==> config.mk <==
export PLATFORM = sky130hd
export DESIGN_NAME = wildcard_glob_matcher
export DESIGN_NICKNAME = d
export VERILOG_FILES = /design/src/hdl/wgm_pkg.sv /design/src/hdl/wildcard_glob_matcher.sv
export SDC_FILE = /design/constraint.sdc
export NUM_CORES = 1
export LEC_CHECK = 0
export BUFFER_PORTS_ARGS = -buffer_cell sky130_fd_sc_hd__buf_4
export CAP_MARGIN = 20
export CORE_UTILIZATION = 48
export DETAILED_ROUTE_END_ITERATION = 10
export HOLD_SLACK_MARGIN = 0.15
export PLACE_DENSITY = 0.64
export RECOVER_POWER = 25
export SYNTH_ARGS = -nofsm -noshare
export SYNTH_HDL_FRONTEND = slang
export SYNTH_SLANG_ARGS = --single-unit
==> constraint.sdc <==
create_clock -name clk_i -period 19 [get_ports clk_i]
set_input_delay 0.95 -clock clk_i [delete_from_list [all_inputs] [get_ports clk_i]]
set_output_delay 0.95 -clock clk_i [all_outputs]
set_load 0.1 [all_outputs]
==> src/hdl/wgm_pkg.sv <==
// wgm_pkg: shared types and constants of the wildcard glob matcher
package wgm_pkg;

  localparam int unsigned MaxPatternDef = 32;

  localparam logic [7:0] ChAnyOne = 8'd63;
  localparam logic [7:0] ChAnyRun = 8'd42;

  typedef enum logic {
    REQ_PATTERN = 1'b0,
    REQ_TEXT    = 1'b1
  } req_e;

endpackage

==> src/hdl/wildcard_glob_matcher.sv <==
// wildcard_glob_matcher: streamed text matcher against a '?' and '*' pattern
//
//   channel  valid        stall        payload
//   input    in_valid_i   in_stall_o   req_type_i, char_code_i, last_i
//   output   out_valid_o  out_stall_i  matched_o, pattern_overflow_o, end_of_text_o
//
// one item per cycle while the input is not stalled; a result passes the input register and then the result register
// the row update is one bit-parallel step over the pattern store per text item
// reset clears the row to the empty-text state and opens a pattern load
// a stalled result holds the result register; the input register keeps
// taking items that give no result, and stalls on one that does
module wildcard_glob_matcher #(
  parameter int unsigned MAX_PATTERN = wgm_pkg::MaxPatternDef
) (
  input  logic       clk_i,
  input  logic       rst_ni,
  input  logic       in_valid_i,
  output logic       in_stall_o,
  input  logic       req_type_i,
  input  logic [7:0] char_code_i,
  input  logic       last_i,
  output logic       out_valid_o,
  input  logic       out_stall_i,
  output logic       matched_o,
  output logic       pattern_overflow_o,
  output logic       end_of_text_o
);

  localparam int unsigned LenW = $clog2(MAX_PATTERN + 1);
  localparam int unsigned IdxW = (MAX_PATTERN > 1) ? $clog2(MAX_PATTERN) : 1;
  localparam int unsigned RowW = MAX_PATTERN + 1;

  // input register
  logic             s1_valid_q, s1_valid_d;
  wgm_pkg::req_e    s1_req_q;
  logic [7:0]       s1_char_q;
  logic             s1_last_q;

  // result register
  logic             out_valid_q, out_valid_d;
  logic             out_matched_q, out_ovf_q, out_end_q;

  // matcher state
  logic [7:0]       store_q [MAX_PATTERN];
  logic [LenW-1:0]  len_q, len_d;
  logic [RowW-1:0]  row_q, row_d;
  logic             loading_q, loading_d;
  logic             ovf_q, ovf_d;

  logic             accept;
  logic             produce;
  logic             out_free;
  logic             s1_fire;
  logic             is_pat;
  logic [LenW-1:0]  len_base;
  logic             ovf_base;
  logic             room;
  logic             wr_cond;
  logic [IdxW-1:0]  wr_idx;
  logic [MAX_PATTERN-1:0] star_nx;
  logic [RowW-1:0]  empty_row;
  logic [RowW-1:0]  next_row;
  logic             res_matched, res_ovf, res_end;

  assign accept     = in_valid_i && !in_stall_o;
  assign is_pat     = (s1_req_q == wgm_pkg::REQ_PATTERN);
  assign produce    = !is_pat || s1_last_q;
  assign out_free   = !out_valid_q || !out_stall_i;
  assign s1_fire    = s1_valid_q && (!produce || out_free);
  assign in_stall_o = s1_valid_q && !s1_fire;

  assign len_base = loading_q ? len_q : '0;
  assign ovf_base = loading_q ? ovf_q : 1'b0;
  assign room     = (len_base < LenW'(MAX_PATTERN));
  assign wr_cond  = is_pat && room;
  assign wr_idx   = len_base[IdxW-1:0];

  // star flags of the store as it stands after this item's write
  always_comb begin
    for (int k = 0; k < MAX_PATTERN; k++) begin
      if (wr_cond && (wr_idx == IdxW'(k))) begin
        star_nx[k] = (s1_char_q == wgm_pkg::ChAnyRun);
      end else begin
        star_nx[k] = (store_q[k] == wgm_pkg::ChAnyRun);
      end
    end
  end

  // empty-text row: leading run of stars within the pattern length
  always_comb begin
    logic run;
    run = 1'b1;
    empty_row[0] = 1'b1;
    for (int j = 1; j <= MAX_PATTERN; j++) begin
      run = run && star_nx[j-1] && (LenW'(j) <= len_d);
      empty_row[j] = run;
    end
  end

  // one text position step of the match row
  always_comb begin
    logic prev;
    logic diag;
    logic up;
    logic hit;
    prev = 1'b0;
    next_row[0] = 1'b0;
    for (int j = 1; j <= MAX_PATTERN; j++) begin
      diag = row_q[j-1];
      up   = row_q[j];
      hit  = 1'b0;
      if ((store_q[j-1] == wgm_pkg::ChAnyOne) || (store_q[j-1] == s1_char_q)) begin
        hit = diag;
      end else if (store_q[j-1] == wgm_pkg::ChAnyRun) begin
        hit = diag || prev || up;
      end
      hit = hit && (LenW'(j) <= len_q);
      next_row[j] = hit;
      prev = hit;
    end
  end

  always_comb begin
    len_d     = len_q;
    ovf_d     = ovf_q;
    loading_d = loading_q;
    row_d     = row_q;
    if (is_pat) begin
      len_d = room ? LenW'(len_base + LenW'(1)) : len_base;
      ovf_d = ovf_base || !room;
    end
    if (s1_fire) begin
      if (is_pat) begin
        loading_d = !s1_last_q;
        if (s1_last_q) begin
          row_d = empty_row;
        end
      end else begin
        row_d = s1_last_q ? empty_row : next_row;
      end
    end
  end

  always_comb begin
    if (is_pat) begin
      res_matched = empty_row[len_d];
      res_ovf     = ovf_d;
      res_end     = 1'b1;
    end else begin
      res_matched = next_row[len_q];
      res_ovf     = ovf_q;
      res_end     = s1_last_q;
    end
  end

  assign s1_valid_d  = accept || (s1_valid_q && !s1_fire);
  assign out_valid_d = (s1_fire && produce) || (out_valid_q && out_stall_i);

  always_ff @(posedge clk_i or negedge rst_ni) begin
    if (!rst_ni) begin
      s1_valid_q  <= 1'b0;
      out_valid_q <= 1'b0;
      len_q       <= '0;
      row_q       <= RowW'(1);
      loading_q   <= 1'b1;
      ovf_q       <= 1'b0;
    end else begin
      s1_valid_q  <= s1_valid_d;
      out_valid_q <= out_valid_d;
      if (s1_fire) begin
        len_q <= len_d;
        ovf_q <= ovf_d;
      end
      row_q     <= row_d;
      loading_q <= loading_d;
    end
  end

  always_ff @(posedge clk_i) begin
    if (accept) begin
      s1_req_q  <= wgm_pkg::req_e'(req_type_i);
      s1_char_q <= char_code_i;
      s1_last_q <= last_i;
    end
    if (s1_fire && produce) begin
      out_matched_q <= res_matched;
      out_ovf_q     <= res_ovf;
      out_end_q     <= res_end;
    end
    if (s1_fire && wr_cond) begin
      store_q[wr_idx] <= s1_char_q;
    end
  end

  assign out_valid_o        = out_valid_q;
  assign matched_o          = out_matched_q;
  assign pattern_overflow_o = out_ovf_q;
  assign end_of_text_o      = out_end_q;

endmodule

==> impl_metrics.env, run 1 <==
export IMPL_status="finished, violations left"
export IMPL_violations="capacitance limit, slew limit"
export IMPL_cpMostUsedCell="a21oi_1"
export IMPL_min_period_over_period_pct=39.4
export IMPL_fin_skew_ns=0.0249
export IMPL_fp_dieW_um=195
export IMPL_drive_gt1_share_pct=7.24
export IMPL_min_delay_start="row_q[0]$_DFFE_PN1P_"
export IMPL_holdWs_ns=0.510
export IMPL_r2r_start="s1_char_q[1]$_DFFE_PP_"
export IMPL_async_reset_ff_share_pct=13.8
export IMPL_cts_repair_resized=0
export IMPL_grt_max_degree=44
export IMPL_r2r_cells=15
export IMPL_drtAntennaViolNets=0
export IMPL_cts_root_buffer="clkbuf_16"
export IMPL_first_pass_iters=8
export IMPL_drtIter0Drc=1201
export IMPL_synthFlopType="edfxtp_1"
export IMPL_diodes=0
export IMPL_ctsHoldBuffers=0
export IMPL_ys_seq_area_share_pct=51.0
export IMPL_cp_top_family="simple AND/OR/NAND/NOR gates"
export IMPL_die_area_um2=38200
export IMPL_via_per_inst=6.40
export IMPL_holdPathStages=2
export IMPL_syn_inst=1755
export IMPL_max_freq_ghz=0.134
export IMPL_cp_depth=15
export IMPL_drcViolationCount=0
export IMPL_synth_cell_area_um2=18000
export IMPL_ys_ff_latch=312
export IMPL_io_buffers=18
export IMPL_synth_area_per_cell_um2=10.2
export IMPL_drv_slew=280
export IMPL_rsz0062_at_grt="no"
export IMPL_setup_violations_final=0
export IMPL_final_nets=1775
export IMPL_power_density_nw_per_um2=89.5
export IMPL_final_area_um2=19600
export IMPL_crit_chain="clkbuf_1 > buf_4 > nor4bb_1 > and2_1 > a41oi_1 > a2111o_1 > or4b_4 > nand4b_4 > or4_1 > nor2_1 > a21oi_1 > o311ai_0 > a21oi_1 > or3_1 > o41ai_2"
export IMPL_grt_pass1_wl_um=85800
export IMPL_critPathBufInv=2
export IMPL_io_pins=19
export IMPL_grt_pass1_vias=13900
export IMPL_syn2layout_area_growth_pct=9.33
export IMPL_cts_setup_buffers=0
export IMPL_num_rows=70
export IMPL_gr_total_overflow=0
export IMPL_finalHoldViolations=0
export IMPL_max_stage_delay_ns=1.37
export IMPL_tightest_slew_ns=3.06
export IMPL_peakVddDrop_mv=0.0737
export IMPL_fin_crit_ns=7.48
export IMPL_cp_slowest_cell="clkbuf_1"
export IMPL_path_max_fanout=37
export IMPL_initial_core_util_pct=48.9
export IMPL_grt_total_usage_pct=30.1
export IMPL_hold_path_class="register to register"
export IMPL_crit_type="register to register"
export IMPL_gp_congestion=1.00
export IMPL_busiest_layer="met2"
export IMPL_die_height_um=195
export IMPL_place_area_um2=18600
export IMPL_wl_per_cell_um=25.3
export IMPL_drt_total_wl_um=57000
export IMPL_cp_arrival_ns=7.83
export IMPL_rr_endpoint="matched_o$_DFFE_PP_"
export IMPL_ys_types=81
export IMPL_antenna_found_initial=0
export IMPL_r2r_setup_slack_ns=11.52
export IMPL_slew_headroom_pct=-104
export IMPL_clk_latency_ns=0.56
export IMPL_setup_tns_ns=0
export IMPL_syn_num_nets=1775
export IMPL_h_tree_depth=2
export IMPL_endpoint_kind="register"
export IMPL_yosysWarnings=0
export IMPL_hold_path_end="row_q[0]$_DFFE_PN1P_"
export IMPL_coreArea_um2=36700
export IMPL_cts_tree="yes"
export IMPL_clockBufferDepth=3
export IMPL_met1_usage_pct=40.2
export IMPL_startpoint_type="register"
export IMPL_fillers=3253
export IMPL_grt_util_met3_pct=4.16
export IMPL_grtUsageMet2_pct=48.5
export IMPL_clkTransAtPathRegs_ns=0.06
export IMPL_vias=14400
export IMPL_numCtsBuffers=35
export IMPL_required_ns=19.35
export IMPL_leakage_nw=6.43
export IMPL_cts_sinks=312
export IMPL_drv_cap=9
export IMPL_hpwl_um=40800
export IMPL_synth_edf_count=269
worst max path at each step:
stage | start | to | slack [ns]
2_1_floorplan | len_q[1]$_DFFE_PN0P_ | matched_o$_DFFE_PP_ | 12.77
3_3_place_gp | len_q[0]$_DFFE_PN0P_ | matched_o$_DFFE_PP_ | 12.63
3_5_place_dp | len_q[0]$_DFFE_PN0P_ | matched_o$_DFFE_PP_ | 12.44
4_1_cts | len_q[0]$_DFFE_PN0P_ | matched_o$_DFFE_PP_ | 12.41
5_1_grt | s1_char_q[1]$_DFFE_PP_ | matched_o$_DFFE_PP_ | 11.11
6_report | s1_char_q[1]$_DFFE_PP_ | matched_o$_DFFE_PP_ | 11.52
registers in the layout (all words and copies together) (netlist names), 6 cells and up:
register	cells
store_q	256
row_q	33
len_q	6
s1_char_q	8
cells by family (layout without fill, tap and decap cells):
group           count (synthesis)  in the layout  synth area share [%]
simple gates                  649            649                  18.3
compound gates                389            389                  13.7
flops                         312            312                  51.0
xor+xnor                      256            256                  12.5
buf+inv                       114            140                  2.43
mux                            29             29                  1.67
fa+ha+maj                       6              6                 0.418
report_power, final:
| part | switching [mW] | leakage (nW) | internal (mW) |
|---|---|---|---|
| Sequential | 0.0285 | 2.99 | 0.766 |
| Combinational | 0.236 | 2.93 | 0.0869 |
| Clock | 0.275 | 0.516 | 0.363 |
stage by stage:
step	cells	utilization (%)	power, mW	setup WS, ns
3_5_place_dp	2186	50.6	1.12	12.44
5_1_grt	2249	53.5	1.81	11.11
2_1_floorplan	1755	-	1.00	12.77
3_3_place_gp	2185	50.6	1.12	12.63
4_1_cts	2249	53.6	1.76	12.41
6_report	2249	53.5	1.76	11.52
area by class of cell:
type                    count  area, um^2  area share (%)
well taps                 468         586            2.98
inverters                  27         101           0.516
clock inverters            15         103           0.523
flip-flops and latches    312        9160            46.7
clock buffers              48         976            4.97
multi-input cells        1329        8370            42.6
repair buffers             50         339            1.73
cells in the final DEF (no fill, tap or decap), types with 11 or more instances in the layout:
| cell type | n |
|---|---|
| nand3_1 | 71 |
| and2_1 | 11 |
| o21ai_0 | 103 |
| inv_1 | 27 |
| or2_2 | 11 |
| and3_1 | 16 |
| buf_4 | 30 |
| or3_1 | 19 |
| nand2_1 | 139 |
| or4_1 | 20 |
| a21oi_1 | 113 |
| a31oi_1 | 13 |
| xnor2_1 | 104 |
| a21o_1 | 12 |
| edfxtp_1 | 269 |
| nor4_1 | 52 |
| clkbuf_16 | 36 |
| clkbuf_1 | 18 |
| dfrtp_1 | 41 |
| nor3_1 | 47 |
| a22oi_1 | 12 |
| nand4_1 | 50 |
| nor2_1 | 167 |
| mux2i_1 | 21 |
| o22ai_1 | 15 |
| xor2_1 | 152 |
layer usage:
layer / part of all wire, % / wire length, um
met1: 43 / 24400
met4: 4.6 / 2600
met2: 46 / 26400
met5: 0 / 0
met3: 6.3 / 3610
cell usage after synthesis, types with 16 or more instances:
cell / n / share of area [%]
a21oi_1: 113 / 3.2
and3_1: 16 / 0.56
buf_1: 19 / 0.40
clkbuf_1: 62 / 1.3
dfrtp_1: 41 / 5.7
edfxtp_1: 269 / 45
inv_1: 27 / 0.56
mux2i_1: 21 / 1.2
nand2_1: 139 / 2.9
nand3_1: 71 / 2.0
nand4_1: 50 / 1.7
nor2_1: 167 / 3.5
nor3_1: 47 / 1.3
nor4_1: 52 / 1.8
o21ai_0: 103 / 2.9
or3_1: 19 / 0.66
or4_1: 20 / 0.84
xnor2_1: 104 / 5.1
xor2_1: 152 / 7.4
worst register-to-register path, stage by stage, from the launching register on:
cell	delay (ns)
edfxtp_1	0.32
clkbuf_1	1.37
buf_4	0.72
nor4bb_1	0.39
and2_1	0.51
a41oi_1	0.27
a2111o_1	0.51
or4b_4	0.58
nand4b_4	0.21
or4_1	0.73
nor2_1	0.43
a21oi_1	0.12
o311ai_0	0.30
a21oi_1	0.10
or3_1	0.38
o41ai_2	0.33
Power figures use the tool's default switching activity.
==> run 2, diff against run 1 <==
clock period = 7.84 ns   (was 19 ns; I/O delays follow)
==> run 2 against run 1 <==
Effect of this change:
- the flow still finishes with violations (capacitance limit, slew limit)
- final cell count grew 0.67%
- die area is the same
- via count grew 0.10%
- critical path type unchanged
- combinational power grew 140%
- largest cell class unchanged
- worst hold slack lost 0.0043 ns
- routed wire length shrank 1.2%
- sequential share of layout area shrank 0.62 points
- design area grew 1.4%
==> impl_metrics.env, run 2 (synthesized netlist as in run 1, its figures left out) <==
export IMPL_power_density_nw_per_um2=219
export IMPL_placed_cells_incl_taps=2185
export IMPL_grt_max_degree=65
export IMPL_h_tree_depth=2
export IMPL_min_period_over_period_pct=85.9
export IMPL_violations="capacitance limit, slew limit"
export IMPL_drive_gt1_share_pct=7.57
export IMPL_fin_crit_ns=6.73
export IMPL_final_area_um2=19900
export IMPL_gr_total_overflow=0
export IMPL_combPwrFrac_pct=18.0
export IMPL_place_area_um2=18600
export IMPL_cts_root_buffer="clkbuf_16"
export IMPL_final_common_cell="edfxtp_1"
export IMPL_drtIter0Drc=1301
export IMPL_setup_tns_ns=0
export IMPL_largest_reg_flops=256
export IMPL_endpoint_kind="register"
export IMPL_via_per_inst=6.36
export IMPL_power_frac_seq_pct=43.9
export IMPL_clockBufferDepth=3
export IMPL_holdWs_ns=0.506
export IMPL_fin_skew_ns=0.0219
export IMPL_grt_pass1_vias=14000
export IMPL_top_register="store_q"
export IMPL_clkPwrFrac_pct=38.1
export IMPL_leakage_nw=6.56
export IMPL_swShare_pct=29.9
export IMPL_max_freq_ghz=0.148
export IMPL_die_height_um=195
export IMPL_vias=14400
export IMPL_cts_setup_buffers=0
export IMPL_numCtsBuffers=36
export IMPL_drcViolationCount=0
export IMPL_largestRegisters="store_q (256), row_q (33), s1_char_q (8)"
export IMPL_die_area_um2=38200
export IMPL_tightest_slew_ns=3.06
export IMPL_startpoint_type="register"
export IMPL_syn2layout_area_growth_pct=10.8
export IMPL_p_sw_mw=1.30
export IMPL_drt_total_wl_um=56300
export IMPL_cts_tree="yes"
export IMPL_mostFrequentLayoutCells="269 x edfxtp_1, 167 x nor2_1, 152 x xor2_1, 139 x nand2_1, 113 x a21oi_1"
export IMPL_slew_headroom_pct=-104
export IMPL_peakVddDrop_mv=0.178
export IMPL_final_nets=1788
export IMPL_cts_repair_resized=0
export IMPL_rsz0062_at_grt="no"
export IMPL_coreArea_um2=36700
export IMPL_hpwl_um=39700
export IMPL_drtAntennaViolNets=0
export IMPL_cp_arrival_ns=7.11
export IMPL_grt_pass1_wl_um=84900
export IMPL_finalHoldViolations=0
export IMPL_io_buffers=18
export IMPL_grt_total_usage_pct=29.8
export IMPL_setup_violations_final=0
export IMPL_met1Wirelength_um=23900
export IMPL_clk_latency_ns=0.56
export IMPL_instances_no_fill=2264
export IMPL_required_ns=8.21
export IMPL_top_layer="met5"
export IMPL_cts_sinks=312
export IMPL_wl_met2_um=25700
export IMPL_drv_slew=99
export IMPL_antenna_found_initial=2
export IMPL_clkTransAtPathRegs_ns=0.07
export IMPL_first_pass_iters=7
export IMPL_initial_core_util_pct=48.9
export IMPL_status="finished, violations left"
export IMPL_wl_per_cell_um=24.9
export IMPL_crit_type="register to register"
export IMPL_wl_met3_um=3990
export IMPL_hold_path_class="register to register"
export IMPL_fp_dieW_um=195
export IMPL_path_max_fanout=20
export IMPL_diodes=0
export IMPL_num_rows=70
export IMPL_internal_power_mw=3.06
export IMPL_io_pins=19
export IMPL_drv_cap=3
export IMPL_gp_congestion=1.01
[run 2: changes by cell type in the layout (fill, tap and decap cells not counted), sizes merged]
cell	previous run	this run
buf	31	35
bufinv	0	3
dlygate4sd3	0	13
clkinvlp	3	1
inv	29	31
clkbuf	67	62
[run 2: critical path, stage by stage (launching register included)]
cell      delay (ns)
dfrtp_1         0.73
nand2_1         0.20
inv_1           0.12
ha_1            0.35
nand2_1         0.16
inv_1           0.11
ha_1            0.26
mux2_2          0.36
o21ai_1         0.35
nor2_1          0.23
a2111o_1        0.53
or4b_4          0.59
nand4b_4        0.22
or4_1           0.74
nor4_2          0.28
nor3_1          0.10
o41ai_1         0.40
a21oi_1         0.14
or3_1           0.38
o41ai_2         0.31
[run 2: layer usage]
metal  vias up  global-route usage (%)
met5         -                       0
met4         4                    16.0
met3       150                    5.99
met2       553                    46.2
met1      7102                    39.4
li1       6596                       -
[run 2: what timing repair did]
item | CTS | global route
hold buffers | 13 | 0
endpoints found under the setup margin | 0 | 0
hold endpoints to repair | 53 | 0
[run 2: worst paths after layout]
path / start / to / slack [ns] / cells after the start
max in group asynchronous: rst_ni / row_q[11]$_DFFE_PN0P_ / 4.72 / 2
min: row_q[0]$_DFFE_PN1P_ / row_q[0]$_DFFE_PN1P_ / 0.51 / 2
min in group asynchronous: rst_ni / len_q[4]$_DFFE_PN0P_ / 1.39 / 2
max reg2reg: len_q[0]$_DFFE_PN0P_ / matched_o$_DFFE_PP_ / 1.11 / 19
max: len_q[0]$_DFFE_PN0P_ / matched_o$_DFFE_PP_ / 1.11 / 19
min reg2reg: row_q[0]$_DFFE_PN1P_ / row_q[0]$_DFFE_PN1P_ / 0.51 / 2
[run 2: area by class of cell]
type / count / area [um^2]
sequential: 312 / 9160
multi-input combinational: 1329 / 8370
inverter: 27 / 101
clock buffer: 48 / 977
fill: 3226 / 16800
clock inverter: 18 / 180
timing repair buffer: 62 / 520
tap: 468 / 586
[run 2: power groups by stage]
stage | clock [mW] | sequential [mW] | combinational (mW)
after floorplan | 0 | 1.95 | 0.482
after global placement | 0 | 1.95 | 0.756
after detailed placement | 0 | 1.95 | 0.756
after CTS | 1.69 | 1.91 | 0.765
after global routing | 1.75 | 1.92 | 0.832
final | 1.66 | 1.92 | 0.786
[run 2: metrics by stage]
stage	power [mW]	setup slack, ns	utilization [%]
after global placement	2.70	1.38	50.7
after detailed placement	2.70	1.24	50.7
after CTS	4.37	1.21	54.3
after floorplan	2.43	1.61	-
final	4.36	1.11	54.2
after global routing	4.50	0.663	54.2
==> run 3, diff against run 2 <==
CORE_ASPECT_RATIO = 0.6   (was unset)
REMOVE_ABC_BUFFERS = 1   (was unset)
clock period = 8 ns   (was 7.84 ns; I/O delays follow)
==> run 3 against run 2 <==
Effect of this change:
- the run still ends with capacitance limit, slew limit left
- flip-flop and latch count stayed put
- critical path type unchanged
- clock skew fell by 0.0074 ns
- global-route usage is 2.5 points higher
- clock power fell by 19%
- utilization decreased by 0.26 points
- non-clock buffer count is 8 higher
- via count increased by 2.2%
- critical endpoint unchanged
- largest cell class unchanged
==> impl_metrics.env, run 3 (synthesized netlist as in run 1, its figures left out) <==
export IMPL_tightest_slew_ns=3.15
export IMPL_fp_dieW_um=252
export IMPL_r2r_setup_slack_ns=0.91
export IMPL_drv_slew=173
export IMPL_gp_congestion=1.03
export IMPL_largestRegisters="store_q (256), row_q (33), s1_char_q (8)"
export IMPL_rr_endpoint="matched_o$_DFFE_PP_"
export IMPL_seqCellArea_um2=9160
export IMPL_utilization_pct=53.9
export IMPL_final_area_um2=19700
export IMPL_cts_sinks=312
export IMPL_vias=14700
export IMPL_fin_crit_ns=7.09
export IMPL_r2r_cells=19
export IMPL_status="finished, violations left"
export IMPL_crit_type="register to register"
export IMPL_hpwl_um=44500
export IMPL_drive_gt1_share_pct=7.25
export IMPL_final_common_cell="edfxtp_1"
export IMPL_max_freq_ghz=0.141
export IMPL_final_nets=1790
export IMPL_io_pins=19
export IMPL_clkTransAtPathRegs_ns=0.07
export IMPL_h_tree_depth=1
export IMPL_cp_arrival_ns=7.49
export IMPL_r2r_start="len_q[0]$_DFFE_PN0P_"
export IMPL_min_delay_start="row_q[0]$_DFFE_PN1P_"
export IMPL_holdWs_ns=0.486
export IMPL_setup_ws_ns=0.910
export IMPL_p_total_mw=4.04
export IMPL_initial_core_util_pct=49.1
export IMPL_fin_skew_ns=0.0145
export IMPL_holdPathStages=2
export IMPL_slew_headroom_pct=-110
export IMPL_cts_root_buffer="clkbuf_16"
export IMPL_min_period_over_period_pct=88.6
export IMPL_endpoint_kind="register"
export IMPL_required_ns=8.40
export IMPL_rsz0062_at_grt="no"
export IMPL_hold_path_class="register to register"
export IMPL_peakVddDrop_mv=0.192
export IMPL_mostFrequentLayoutCells="269 x edfxtp_1, 167 x nor2_1, 152 x xor2_1, 139 x nand2_1, 113 x a21oi_1"
export IMPL_first_pass_iters=9
export IMPL_top_register="store_q"
export IMPL_grt_pass1_vias=13700
export IMPL_startpoint_type="register"
export IMPL_multiInputGateArea_um2=8370
export IMPL_dp_slack_ns=1.12
export IMPL_grt_pass1_wl_um=91500
export IMPL_finalHoldViolations=0
export IMPL_drtAntennaViolNets=0
export IMPL_clk_latency_ns=0.59
export IMPL_syn2layout_area_growth_pct=9.84
export IMPL_path_max_fanout=20
export IMPL_hold_path_end="row_q[0]$_DFFE_PN1P_"
export IMPL_cts_tree="yes"
export IMPL_instances_no_fill=2297
export IMPL_place_area_um2=18700
export IMPL_power_density_nw_per_um2=205
export IMPL_leakage_nw=6.46
export IMPL_io_buffers=18
export IMPL_via_per_inst=6.41
export IMPL_antenna_found_initial=3
export IMPL_setup_tns_ns=0
export IMPL_drcViolationCount=0
export IMPL_grt_total_usage_pct=32.3
export IMPL_fillers=3217
export IMPL_coreArea_um2=36600
export IMPL_die_height_um=152
export IMPL_largest_reg_flops=256
export IMPL_num_rows=54
export IMPL_wl_per_cell_um=26.9
export IMPL_placed_cells_incl_taps=2229
export IMPL_clockBufferDepth=3
export IMPL_die_area_um2=38200
export IMPL_cts_repair_resized=0
export IMPL_grt_max_degree=66
export IMPL_drtIter0Drc=1878
export IMPL_gr_total_overflow=0
export IMPL_diodes=0
export IMPL_drv_cap=6
export IMPL_setup_violations_final=0
export IMPL_drt_total_wl_um=61800
export IMPL_numCtsBuffers=30
export IMPL_violations="capacitance limit, slew limit"
## run 3: cell count changes in the layout (fill, tap and decap cells not counted), sizes merged
cell / change
buf: +6
bufinv: -3
clkbuf: -3
inv: -2
clkinv: -1
## run 3: cell type report
| type | count | area share [%] |
|---|---|---|
| multi-input cells | 1329 | 42.4 |
| well taps | 504 | 3.20 |
| clock inverters | 12 | 0.412 |
| repair buffers | 70 | 2.89 |
| flip-flops and latches | 312 | 46.4 |
| clock buffers | 43 | 4.11 |
| inverters | 27 | 0.514 |
## run 3: worst max-delay path, stage by stage (launching register included)
cell and delay, ns:
dfrtp_1 0.74, nand2_1 0.20, inv_1 0.12, ha_1 0.41
nand2_1 0.17, inv_1 0.12, ha_1 0.26, mux2_2 0.37
o21ai_1 0.34, nor2_1 0.23, a2111o_1 0.54, or4b_4 0.59
nand4b_4 0.22, or4_1 0.77, nor4_2 0.28, nor3_1 0.10
o41ai_1 0.42, a21oi_1 0.24, or3_1 0.41, o41ai_2 0.34
## run 3: where the power goes
| part | switching, mW | total [mW] | internal (mW) | leakage (nW) |
|---|---|---|---|---|
| logic | 0.593 | 0.816 | 0.223 | 3.04 |
| clock network | 0.633 | 1.34 | 0.707 | 0.432 |
| registers | 0.0632 | 1.88 | 1.82 | 2.99 |
| total | 1.29 | 4.04 | 2.75 | 6.46 |
## run 3: worst max-delay path by stage
stage / start / cells past startpoint / to / slack, ns
after floorplan: s1_char_q[3]$_DFFE_PP_ / 13 / matched_o$_DFFE_PP_ / 2.02
after global placement: len_q[0]$_DFFE_PN0P_ / 19 / matched_o$_DFFE_PP_ / 1.22
after detailed placement: len_q[0]$_DFFE_PN0P_ / 19 / matched_o$_DFFE_PP_ / 1.12
after CTS: len_q[0]$_DFFE_PN0P_ / 19 / matched_o$_DFFE_PP_ / 1.09
after global routing: len_q[0]$_DFFE_PN0P_ / 19 / matched_o$_DFFE_PP_ / 0.62
final: len_q[0]$_DFFE_PN0P_ / 19 / matched_o$_DFFE_PP_ / 0.91
## run 3: repair_timing
| item | 4_1_cts | 5_1_grt |
|---|---|---|
| endpoints found under the hold margin | 53 | 0 |
| hold buffers | 13 | 0 |
| setup buffers | 0 | 0 |
## run 3: routing by layer
layer	track usage, %	vias to the layer above	part of all wire, %
li1	-	6604	-
met1	52.5	7324	48
met2	41.6	723	38
met3	10.3	76	12
met4	4.99	2	1.5
met5	0	-	0.021
